### config.mk
export PLATFORM = sky130hd
export DESIGN_NAME = sprite_frame_sequencer_unit
export DESIGN_NICKNAME = d
export VERILOG_FILES = /design/src/hw/rtl/sfs_pkg.sv /design/src/hw/rtl/sprite_frame_sequencer_unit.sv /design/src/hw/rtl/sfs_regs.sv /design/src/hw/rtl/sfs_core.sv
export SDC_FILE = /design/constraint.sdc
export NUM_CORES = 1
export LEC_CHECK = 0
export BUFFER_PORTS_ARGS = -buffer_cell sky130_fd_sc_hd__buf_4
export CORE_UTILIZATION = 60
export DETAILED_ROUTE_END_ITERATION = 8
export PLACE_DENSITY = 0.88
export SLEW_MARGIN = 20
export SYNTH_ARGS = -nofsm -noshare
export SYNTH_HDL_FRONTEND = slang
export SYNTH_HIERARCHICAL = 1
export SYNTH_SLANG_ARGS = --single-unit
### constraint.sdc
create_clock -name clk -period 12.65 [get_ports clk]
set_clock_uncertainty 0.05 [all_clocks]
set_input_delay 0 -clock clk [delete_from_list [all_inputs] [get_ports clk]]
set_output_delay 0 -clock clk [all_outputs]
set_load 0.05 [all_outputs]
### src/hw/rtl/sfs_pkg.sv
// Shared types, widths and codes of the sprite frame sequencer.
// No dependencies; every other file refers to it by scoped names.
package sfs_pkg;

	localparam int unsigned MAX_FRAMES = 256;
	localparam int unsigned FRAME_W    = 8;   // frame index width
	localparam int unsigned COUNT_W    = 9;   // frame count width, holds MAX_FRAMES
	localparam int unsigned ACC_W      = 32;  // time accumulator, 1/256 us units
	localparam int unsigned DUR_W      = 24;
	localparam int unsigned SPEED_W    = 16;
	localparam int unsigned LOOP_W     = 16;
	localparam int unsigned DELTA_W    = 16;
	localparam int unsigned ADDR_W     = 5;
	localparam int unsigned DATA_W     = 32;

	// register indexes (byte address is 4 * index)
	localparam logic [2:0] REG_FRAME_COUNT    = 3'd0;
	localparam logic [2:0] REG_FRAME_DURATION = 3'd1;
	localparam logic [2:0] REG_SPEED          = 3'd2;
	localparam logic [2:0] REG_PLAY_MODE      = 3'd3;
	localparam logic [2:0] REG_LOOP_TOTAL     = 3'd4;
	localparam logic [2:0] REG_EVENT_START    = 3'd5;
	localparam logic [2:0] REG_EVENT_LENGTH   = 3'd6;

	// play modes; the unused code plays once
	localparam logic [1:0] MODE_ONCE    = 2'd0;
	localparam logic [1:0] MODE_LOOP    = 2'd1;
	localparam logic [1:0] MODE_COUNTED = 2'd2;

	// request operations
	localparam logic OP_TICK    = 1'b0;
	localparam logic OP_RESTART = 1'b1;

	typedef struct packed {
		logic [COUNT_W-1:0] frame_count;
		logic [DUR_W-1:0]   frame_duration;
		logic [SPEED_W-1:0] speed;
		logic [1:0]         play_mode;
		logic [LOOP_W-1:0]  loop_total;
		logic [FRAME_W-1:0] event_start;
		logic [COUNT_W-1:0] event_length;
	} cfg_t;

	typedef struct packed {
		logic             op;
		logic [ACC_W-1:0] scaled;  // delta_time * speed
	} item_t;

	typedef struct packed {
		logic [FRAME_W-1:0] frame_index;
		logic               event_before;
		logic               event_after;
		logic               finished_now;
		logic               finished;
	} res_t;

endpackage

### src/hw/rtl/sprite_frame_sequencer_unit.sv
// Top level of the sprite frame sequencer: input stage, core, result register.
// Depends on sfs_pkg, sfs_regs and sfs_core.
//
//  channel   | handshake               | payload
//  ----------+-------------------------+------------------------------------------
//  input     | in_valid / in_ready     | operation, delta_time
//  result    | out_valid / out_ready   | frame_index, event_before, event_after,
//            |                         | finished_now, finished
//  config    | psel/penable/pwrite     | paddr, pwdata, prdata (pready tied high)
//
// An accepted request enters the stage-1 register, holding the operation and
// delta_time * speed (the one multiplier); the core then updates state and
// loads the result register. One request per cycle while out_ready is high.
// Reset clears all control and sequencer state; no clearing pass is needed.
// A stalled result holds the result register, the stage-1 request waits behind
// it, and in_ready drops only when both are occupied and out_ready is low.
module sprite_frame_sequencer_unit (
	input  logic                          clk,
	input  logic                          arst_n,
	// input requests
	input  logic                          in_valid,
	output logic                          in_ready,
	input  logic                          operation,
	input  logic [sfs_pkg::DELTA_W-1:0]   delta_time,
	// results
	output logic                          out_valid,
	input  logic                          out_ready,
	output logic [sfs_pkg::FRAME_W-1:0]   frame_index,
	output logic                          event_before,
	output logic                          event_after,
	output logic                          finished_now,
	output logic                          finished,
	// configuration
	input  logic                          psel,
	input  logic                          penable,
	input  logic                          pwrite,
	input  logic [sfs_pkg::ADDR_W-1:0]    paddr,
	input  logic [sfs_pkg::DATA_W-1:0]    pwdata,
	output logic [sfs_pkg::DATA_W-1:0]    prdata,
	output logic                          pready
);

	sfs_pkg::cfg_t  cfg;
	sfs_pkg::item_t item_s1;
	sfs_pkg::res_t  res_c, res_q;
	logic           valid_s1;
	logic           out_valid_q;
	logic           advance;   // stage-1 request moves into the result register
	logic           in_acc;

	assign pready = 1'b1;

	sfs_regs u_regs (
		.clk     (clk),
		.arst_n  (arst_n),
		.psel    (psel),
		.penable (penable),
		.pwrite  (pwrite),
		.pready  (pready),
		.paddr   (paddr),
		.pwdata  (pwdata),
		.prdata  (prdata),
		.cfg     (cfg)
	);

	// result slot frees when empty or being taken this cycle
	assign advance  = valid_s1 && (!out_valid_q || out_ready);
	assign in_ready = !valid_s1 || advance;
	assign in_acc   = in_valid && in_ready;

	// stage 1: operation and scaled elapsed time (Q.8 microseconds)
	always_ff @(posedge clk or negedge arst_n) begin
		if (!arst_n) begin
			valid_s1 <= 1'b0;
		end else if (in_ready) begin
			valid_s1 <= in_valid;
		end
	end

	always_ff @(posedge clk) begin
		if (in_acc) begin
			item_s1.op     <= operation;
			item_s1.scaled <= sfs_pkg::ACC_W'(delta_time) * sfs_pkg::ACC_W'(cfg.speed);
		end
	end

	sfs_core u_core (
		.clk     (clk),
		.arst_n  (arst_n),
		.advance (advance),
		.item    (item_s1),
		.cfg     (cfg),
		.res     (res_c)
	);

	// result register
	always_ff @(posedge clk or negedge arst_n) begin
		if (!arst_n) begin
			out_valid_q <= 1'b0;
		end else if (advance) begin
			out_valid_q <= 1'b1;
		end else if (out_ready) begin
			out_valid_q <= 1'b0;
		end
	end

	always_ff @(posedge clk) begin
		if (advance) begin
			res_q <= res_c;
		end
	end

	assign out_valid    = out_valid_q;
	assign frame_index  = res_q.frame_index;
	assign event_before = res_q.event_before;
	assign event_after  = res_q.event_after;
	assign finished_now = res_q.finished_now;
	assign finished     = res_q.finished;

	a_no_drop: assert property (@(posedge clk) disable iff (!arst_n)
		out_valid_q && !out_ready |=> out_valid_q && $stable(res_q))
		else $error("stalled result was lost or changed");

	a_stage_waits: assert property (@(posedge clk) disable iff (!arst_n)
		valid_s1 && !advance |=> valid_s1 && $stable(item_s1))
		else $error("stage-1 request lost while blocked");

	a_ready_only_full: assert property (@(posedge clk) disable iff (!arst_n)
		!in_ready |-> valid_s1 && out_valid_q && !out_ready)
		else $error("input stalled while a slot was free");

endmodule

### src/hw/rtl/sfs_regs.sv
// APB-style configuration registers of the sprite frame sequencer.
// Depends on sfs_pkg for register indexes, widths and cfg_t.
module sfs_regs (
	input  logic                        clk,
	input  logic                        arst_n,
	input  logic                        psel,
	input  logic                        penable,
	input  logic                        pwrite,
	input  logic                        pready,
	input  logic [sfs_pkg::ADDR_W-1:0]  paddr,
	input  logic [sfs_pkg::DATA_W-1:0]  pwdata,
	output logic [sfs_pkg::DATA_W-1:0]  prdata,
	output sfs_pkg::cfg_t               cfg
);

	sfs_pkg::cfg_t cfg_q;
	logic [2:0]    idx;
	logic          wr;

	assign idx = paddr[4:2];
	assign wr  = psel & penable & pwrite & pready;
	assign cfg = cfg_q;

	always_ff @(posedge clk or negedge arst_n) begin
		if (!arst_n) begin
			cfg_q.frame_count    <= sfs_pkg::COUNT_W'(1);
			cfg_q.frame_duration <= sfs_pkg::DUR_W'(16667);
			cfg_q.speed          <= sfs_pkg::SPEED_W'(256);
			cfg_q.play_mode      <= sfs_pkg::MODE_ONCE;
			cfg_q.loop_total     <= sfs_pkg::LOOP_W'(1);
			cfg_q.event_start    <= '0;
			cfg_q.event_length   <= '0;
		end else if (wr) begin
			case (idx)
				sfs_pkg::REG_FRAME_COUNT:    cfg_q.frame_count    <= pwdata[8:0];
				sfs_pkg::REG_FRAME_DURATION: cfg_q.frame_duration <= pwdata[23:0];
				sfs_pkg::REG_SPEED:          cfg_q.speed          <= pwdata[15:0];
				sfs_pkg::REG_PLAY_MODE:      cfg_q.play_mode      <= pwdata[1:0];
				sfs_pkg::REG_LOOP_TOTAL:     cfg_q.loop_total     <= pwdata[15:0];
				sfs_pkg::REG_EVENT_START:    cfg_q.event_start    <= pwdata[7:0];
				sfs_pkg::REG_EVENT_LENGTH:   cfg_q.event_length   <= pwdata[8:0];
				default: ;
			endcase
		end
	end

	always_comb begin
		prdata = '0;
		case (idx)
			sfs_pkg::REG_FRAME_COUNT:    prdata = {23'd0, cfg_q.frame_count};
			sfs_pkg::REG_FRAME_DURATION: prdata = {8'd0, cfg_q.frame_duration};
			sfs_pkg::REG_SPEED:          prdata = {16'd0, cfg_q.speed};
			sfs_pkg::REG_PLAY_MODE:      prdata = {30'd0, cfg_q.play_mode};
			sfs_pkg::REG_LOOP_TOTAL:     prdata = {16'd0, cfg_q.loop_total};
			sfs_pkg::REG_EVENT_START:    prdata = {24'd0, cfg_q.event_start};
			sfs_pkg::REG_EVENT_LENGTH:   prdata = {23'd0, cfg_q.event_length};
			default:                     prdata = '0;
		endcase
	end

endmodule

### src/hw/rtl/sfs_core.sv
// Sequencer state and its single-pass update for one registered request.
// Depends on sfs_pkg for cfg_t, item_t, res_t and the mode/op codes.
module sfs_core (
	input  logic          clk,
	input  logic          arst_n,
	input  logic          advance,   // item is consumed this cycle
	input  sfs_pkg::item_t item,
	input  sfs_pkg::cfg_t  cfg,
	output sfs_pkg::res_t  res
);

	logic [sfs_pkg::FRAME_W-1:0] cur_q, cur_n;
	logic [sfs_pkg::ACC_W-1:0]   acc_q, acc_n;
	logic [sfs_pkg::LOOP_W-1:0]  loops_q, loops_n;
	logic                        done_q, done_n;
	logic                        lev_valid_q, lev_valid_n;
	logic [sfs_pkg::FRAME_W-1:0] lev_frame_q, lev_frame_n;

	logic [sfs_pkg::COUNT_W-1:0] count, last, lo, hi;
	logic [sfs_pkg::COUNT_W:0]   hi_raw;
	logic [sfs_pkg::DUR_W-1:0]   dur;
	logic [sfs_pkg::ACC_W-1:0]   thr, acc_sat;
	logic [sfs_pkg::ACC_W:0]     sum;
	logic [sfs_pkg::FRAME_W-1:0] cur_c;
	logic [sfs_pkg::COUNT_W-1:0] inc;
	logic                        step, win_b, win_a, ev_b, ev_a, fin_now;

	// effective frame count, threshold and clamped event window
	always_comb begin
		if (cfg.frame_count == '0)
			count = sfs_pkg::COUNT_W'(1);
		else if (cfg.frame_count > sfs_pkg::COUNT_W'(sfs_pkg::MAX_FRAMES))
			count = sfs_pkg::COUNT_W'(sfs_pkg::MAX_FRAMES);
		else
			count = cfg.frame_count;
		last   = count - sfs_pkg::COUNT_W'(1);
		dur    = (cfg.frame_duration == '0) ? sfs_pkg::DUR_W'(1) : cfg.frame_duration;
		thr    = {dur, 8'd0};
		lo     = ({1'b0, cfg.event_start} > last) ? last : {1'b0, cfg.event_start};
		hi_raw = {1'b0, lo} + {1'b0, cfg.event_length} - (sfs_pkg::COUNT_W+1)'(1);
		hi     = (hi_raw > {1'b0, last}) ? last : hi_raw[sfs_pkg::COUNT_W-1:0];
	end

	always_comb begin
		cur_n       = cur_q;
		acc_n       = acc_q;
		loops_n     = loops_q;
		done_n      = done_q;
		lev_valid_n = lev_valid_q;
		lev_frame_n = lev_frame_q;
		ev_b        = 1'b0;
		ev_a        = 1'b0;
		fin_now     = 1'b0;
		cur_c       = ({1'b0, cur_q} >= count) ? last[sfs_pkg::FRAME_W-1:0] : cur_q;
		sum         = {1'b0, acc_q} + {1'b0, item.scaled};
		acc_sat     = sum[sfs_pkg::ACC_W] ? '1 : sum[sfs_pkg::ACC_W-1:0];
		step        = (acc_sat >= thr);
		inc         = {1'b0, cur_c} + sfs_pkg::COUNT_W'(1);
		win_b       = (cfg.event_length != '0) && ({1'b0, cur_c} >= lo) && ({1'b0, cur_c} <= hi);
		win_a       = 1'b0;

		if (item.op == sfs_pkg::OP_RESTART) begin
			cur_n       = '0;
			acc_n       = '0;
			done_n      = 1'b0;
			lev_valid_n = 1'b0;
			lev_frame_n = '0;
			if (cfg.play_mode == sfs_pkg::MODE_COUNTED && cfg.loop_total != '0)
				loops_n = cfg.loop_total;
			else
				loops_n = sfs_pkg::LOOP_W'(1);
		end else if (!done_q) begin
			cur_n = cur_c;
			ev_b  = win_b && !(lev_valid_q && lev_frame_q == cur_c);
			if (ev_b) begin
				lev_valid_n = 1'b1;
				lev_frame_n = cur_c;
			end
			acc_n = acc_sat;
			if (step) begin
				acc_n = acc_sat - thr;
				cur_n = inc[sfs_pkg::FRAME_W-1:0];
				if (inc >= count) begin
					if (cfg.play_mode == sfs_pkg::MODE_LOOP) begin
						cur_n = '0;
					end else if (cfg.play_mode == sfs_pkg::MODE_COUNTED &&
					             loops_q > sfs_pkg::LOOP_W'(1)) begin
						loops_n = loops_q - sfs_pkg::LOOP_W'(1);
						cur_n   = '0;
					end else begin
						if (cfg.play_mode == sfs_pkg::MODE_COUNTED)
							loops_n = '0;
						cur_n   = last[sfs_pkg::FRAME_W-1:0];
						done_n  = 1'b1;
						fin_now = 1'b1;
					end
				end
				win_a = (cfg.event_length != '0) && ({1'b0, cur_n} >= lo) &&
				        ({1'b0, cur_n} <= hi);
				// the frame just entered may equal the one marked above
				ev_a  = !done_n && win_a && !(lev_valid_n && lev_frame_n == cur_n);
				if (ev_a) begin
					lev_valid_n = 1'b1;
					lev_frame_n = cur_n;
				end
			end
		end

		res.frame_index  = cur_n;
		res.event_before = ev_b;
		res.event_after  = ev_a;
		res.finished_now = fin_now;
		res.finished     = done_n;
	end

	always_ff @(posedge clk or negedge arst_n) begin
		if (!arst_n) begin
			cur_q       <= '0;
			acc_q       <= '0;
			loops_q     <= sfs_pkg::LOOP_W'(1);
			done_q      <= 1'b0;
			lev_valid_q <= 1'b0;
			lev_frame_q <= '0;
		end else if (advance) begin
			cur_q       <= cur_n;
			acc_q       <= acc_n;
			loops_q     <= loops_n;
			done_q      <= done_n;
			lev_valid_q <= lev_valid_n;
			lev_frame_q <= lev_frame_n;
		end
	end

	a_restart_clears: assert property (@(posedge clk) disable iff (!arst_n)
		advance && item.op == sfs_pkg::OP_RESTART |=> cur_q == '0 && acc_q == '0 && !done_q)
		else $error("restart did not clear sequencer state");

	a_frozen_when_done: assert property (@(posedge clk) disable iff (!arst_n)
		advance && done_q && item.op == sfs_pkg::OP_TICK |=>
		$stable(cur_q) && $stable(acc_q) && $stable(loops_q) && done_q)
		else $error("finished animation changed on a tick");

	a_hold_when_idle: assert property (@(posedge clk) disable iff (!arst_n)
		!advance |=> $stable(cur_q) && $stable(acc_q) && $stable(done_q))
		else $error("state moved without a request");

	a_finish_fires_once: assert property (@(posedge clk) disable iff (!arst_n)
		advance && res.finished_now |-> !done_q && !res.event_after)
		else $error("finish flagged on an already finished animation");

endmodule

==> impl_metrics.py <==
metrics = {
    "status": {
        "outcome": "finished clean",
    },
    "detailed_routing": {
        "route.detailed.wl_per_inst_um": 21.34,
        "drt_pre_antenna_iters": 6,
        "detail_route.iter0.violations": 2197,
        "num_vias": 21230,
        "drcViolationCount": 0,
        "finalWirelength_um": 70480,
        "drtAntennaViolNets": 0,
        "drt-vias-per-instance": 6.428,
    },
    "worst_setup_path": {
        "setup.worst_path.end": "event_after$_DFFE_PP_",
        "worst_path_most_repeated_cell": "ha_1",
        "regToRegStartpoint": "u_regs/cfg[77]$_DFFE_PN0P_",
        "timing.critical_path.required_ns": 12.79,
        "critical_path_arrival_ns": 12.16,
        "critical-path-max-stage-delay_ns": 0.63,
        "start_kind": "flip-flop",
        "timing.reg2reg.setup_slack_ns": 0.63,
        "cp-end-kind": "flip-flop",
        "timing.critical_path.slowest_stage_cell": "or4_4",
        "cp_max_fo": 16,
        "critPathKind": "reg2reg",
        "r2r.worst_path.cells": 47,
        "worstReg2RegEnd": "event_after$_DFFE_PP_",
        "timing.critical_path.from": "u_regs/cfg[77]$_DFFE_PN0P_",
    },
    "place": {
        "placedCellCount": 3241,
        "io_buffer_count": 88,
        "post-dp-hpwl_um": 53320,
        "rd_place_congestion": 0.9733,
        "placed_area_um2": 25170,
    },
    "floorplan": {
        "die_area_um2": 41200,
        "floorplan.core_area_um2": 39820,
        "placementRows": 73,
        "start_util": 0.6086,
        "ios": 108,
        "floorplan.die.width_um": 203.0,
        "die_height_um": 203.0,
    },
    "clocking": {
        "cts_made_buffers": 17,
        "cts_buffer_depth": 2,
        "clk_latency_ns": 0.47,
        "cts_root_buf": "clkbuf_16",
        "htreeDepth": 4,
        "cts.sink_count": 197,
        "clk_pin_slew_ns": 0.09,
        "tritoncts": "built",
    },
    "synthesis": {
        "yosys_warnings": 6,
        "synth_area_um2": 24240,
        "synth_async_sr_flop_share": 0.7716,
        "synth_sequential_area_ratio": 0.2132,
        "synthDominantCellAreaShare": 0.1627,
        "netlist_top_cells_count": "345 x inv_1, 301 x nand2_1, 239 x ha_1",
        "post_synth_inst_count": 2716,
        "number_of_enable_flip_flop_cells_after_synthesis": 45,
        "yosysTopAreaCell": "fa_1",
        "netlist_cell_types": 102,
        "ys_ff_latch": 197,
        "syn-mean-instance-area_um2": 8.924,
        "dominant_cells_by_area_after_synthesis": "fa_1 16%, dfrtp_1 15%, ha_1 12%",
        "ys_dominant_reg_cell": "dfrtp_1",
        "post-synth-top-count-cell": "inv_1",
    },
    "global_routing": {
        "grtUsageTotal": 0.3469,
        "grt_pass1_vias": 21500,
        "global_route.overflow_total": 0,
        "grt_first_pass_wirelength_um": 112200,
        "met2_usage": 0.5723,
        "grt-busiest-layer": "met2",
        "grt_antenna_before_repair": 0,
        "groute.layer.met3.usage": 0.06661,
        "grt_max_degree": 80,
        "met1_global_route_usage": 0.4349,
    },
    "worst_hold_path": {
        "holdCritPathClass": "in2reg",
    },
    "finish": {
        "layout.cell_area.non_filler_um2": 26140,
        "share_of_cells_above_drive_strength_1": 0.1044,
        "post_layout_nonfiller_instances": 3303,
        "area_growth_pct": 7.826,
        "finalNetCount": 3262,
        "insertedDiodeCount": 0,
        "fillers": 3038,
    },
    "timing": {
        "final-setup-viol-count": 0,
        "grt_setup_unrepaired": "false",
        "tightest_slew_ns": 1.076,
        "timing.max_slew.rel_slack": 0.2803,
        "drv_slew": 0,
        "setup_total_negative_slack_ns": 0,
        "layout_worst_path_cycle_share": 0.9502,
        "max_freq_ghz": 0.08320,
        "timing_hold_violations_final": 0,
        "period_minus_slack_ns": 12.02,
    },
    "job": {
        "max-cap-violations": 0,
    },
}
## state kept, by name (all words and copies together), names as in the netlist
name                flops
u_core/cur_q            8
event_before            1
u_regs/cfg             84
u_core/acc_q           32
event_after             1
out_valid               1
finished                1
frame_index             8
u_core/done_q           1
item_s1                33
u_core/loops_q         16
u_core/lev_frame_q      8
u_core/lev_valid_q      1
finished_now            1
valid_s1                1
## kinds of logic after synthesis
kind of cell             count (synthesis)  share of synthesized area
adder cells (fa/ha/maj)                438                     0.2869
buffers and inverters                  463                    0.07697
multiplexers                           122                    0.05611
XOR/XNOR                                90                    0.03252
AND/OR/NAND/NOR                        809                     0.1703
flip-flops                             197                     0.2132
other                                    3                  0.0004646
AO/OA/AOI/OAI                          594                     0.1635
## layout make-up
class | instances | area (um^2) | share of cell area
flip-flops and latches | 197 | 5167 | 0.1977
well taps | 525 | 656.9 | 0.02513
repair buffers | 133 | 1075 | 0.04112
multi-input cells | 2065 | 17260 | 0.6606
clock buffers | 17 | 425.4 | 0.01628
clock inverters | 15 | 229.0 | 0.008761
inverters | 351 | 1318 | 0.05041
## how the worst min path moves through the flow
stage                  start                      endpoint  cells after the start
6_report       delta_time[0]          item_s1[0]$_DFFE_PP_                      2
5_1_grt        delta_time[0]          item_s1[0]$_DFFE_PP_                      2
4_1_cts        delta_time[0]          item_s1[0]$_DFFE_PP_                      2
3_5_place_dp          arst_n         out_valid$_DFFE_PN0P_                      1
3_3_place_gp          arst_n  u_core/acc_q[28]$_DFFE_PN0P_                      1
2_1_floorplan         arst_n         out_valid$_DFFE_PN0P_                      0
## metrics by stage
stage	setup slack (ns)	hold slack, ns	util
6_report	0.6304	0.04434	0.6563
5_1_grt	0.002469	0.02552	0.6563
3_5_place_dp	0.5643	0.05883	0.6321
4_1_cts	0.4974	0.009820	0.6558
3_3_place_gp	0.9987	0.04986	0.6321
2_1_floorplan	1.978	-0.3456	-
## layer usage
layer | vias to the layer above | routed length (um)
li1 | 9419 | -
met1 | 10260 | 26740
met2 | 1259 | 33360
met3 | 289 | 6600
met4 | 0 | 3781
met5 | - | 0
## repair_timing
action	in CTS	in global routing
endpoints found under the setup margin	0	10
hold endpoints to repair	164	0
setup buffers	0	1
resized for setup	0	1
hold buffers	29	0
## critical path, delay by kind of cell, from the launching register on
family	cells	cell delay, ns
simple gates	15	2.83
flops	1	0.51
xor+xnor	1	0.36
buf+inv	3	0.62
fa+ha+maj	7	2.23
mux	1	0.30
compound gates	20	4.82
## placed cells by master (no fill, tap or decap), drive strengths merged, types with 18 or more instances in the layout
cell and count:
a21oi 163, a31oi 21, edfxtp 45, nand3 50, mux2 92, mux2i 30, and2 146, nor3 50
nand2b 26, nor2 98, xnor2 53, buf 104, o21a 18, nand4 20, o22ai 20, xor2 37
dlygate4sd3 29, and3 25, a211oi 18, nand2 302, nor4 22, fa 197, dfrtp 142, a21o 70
ha 239, o21ai 128, inv 359
Power is not shown: default switching activity piles up to over one toggle a cycle in this logic, so the estimate is an artifact.
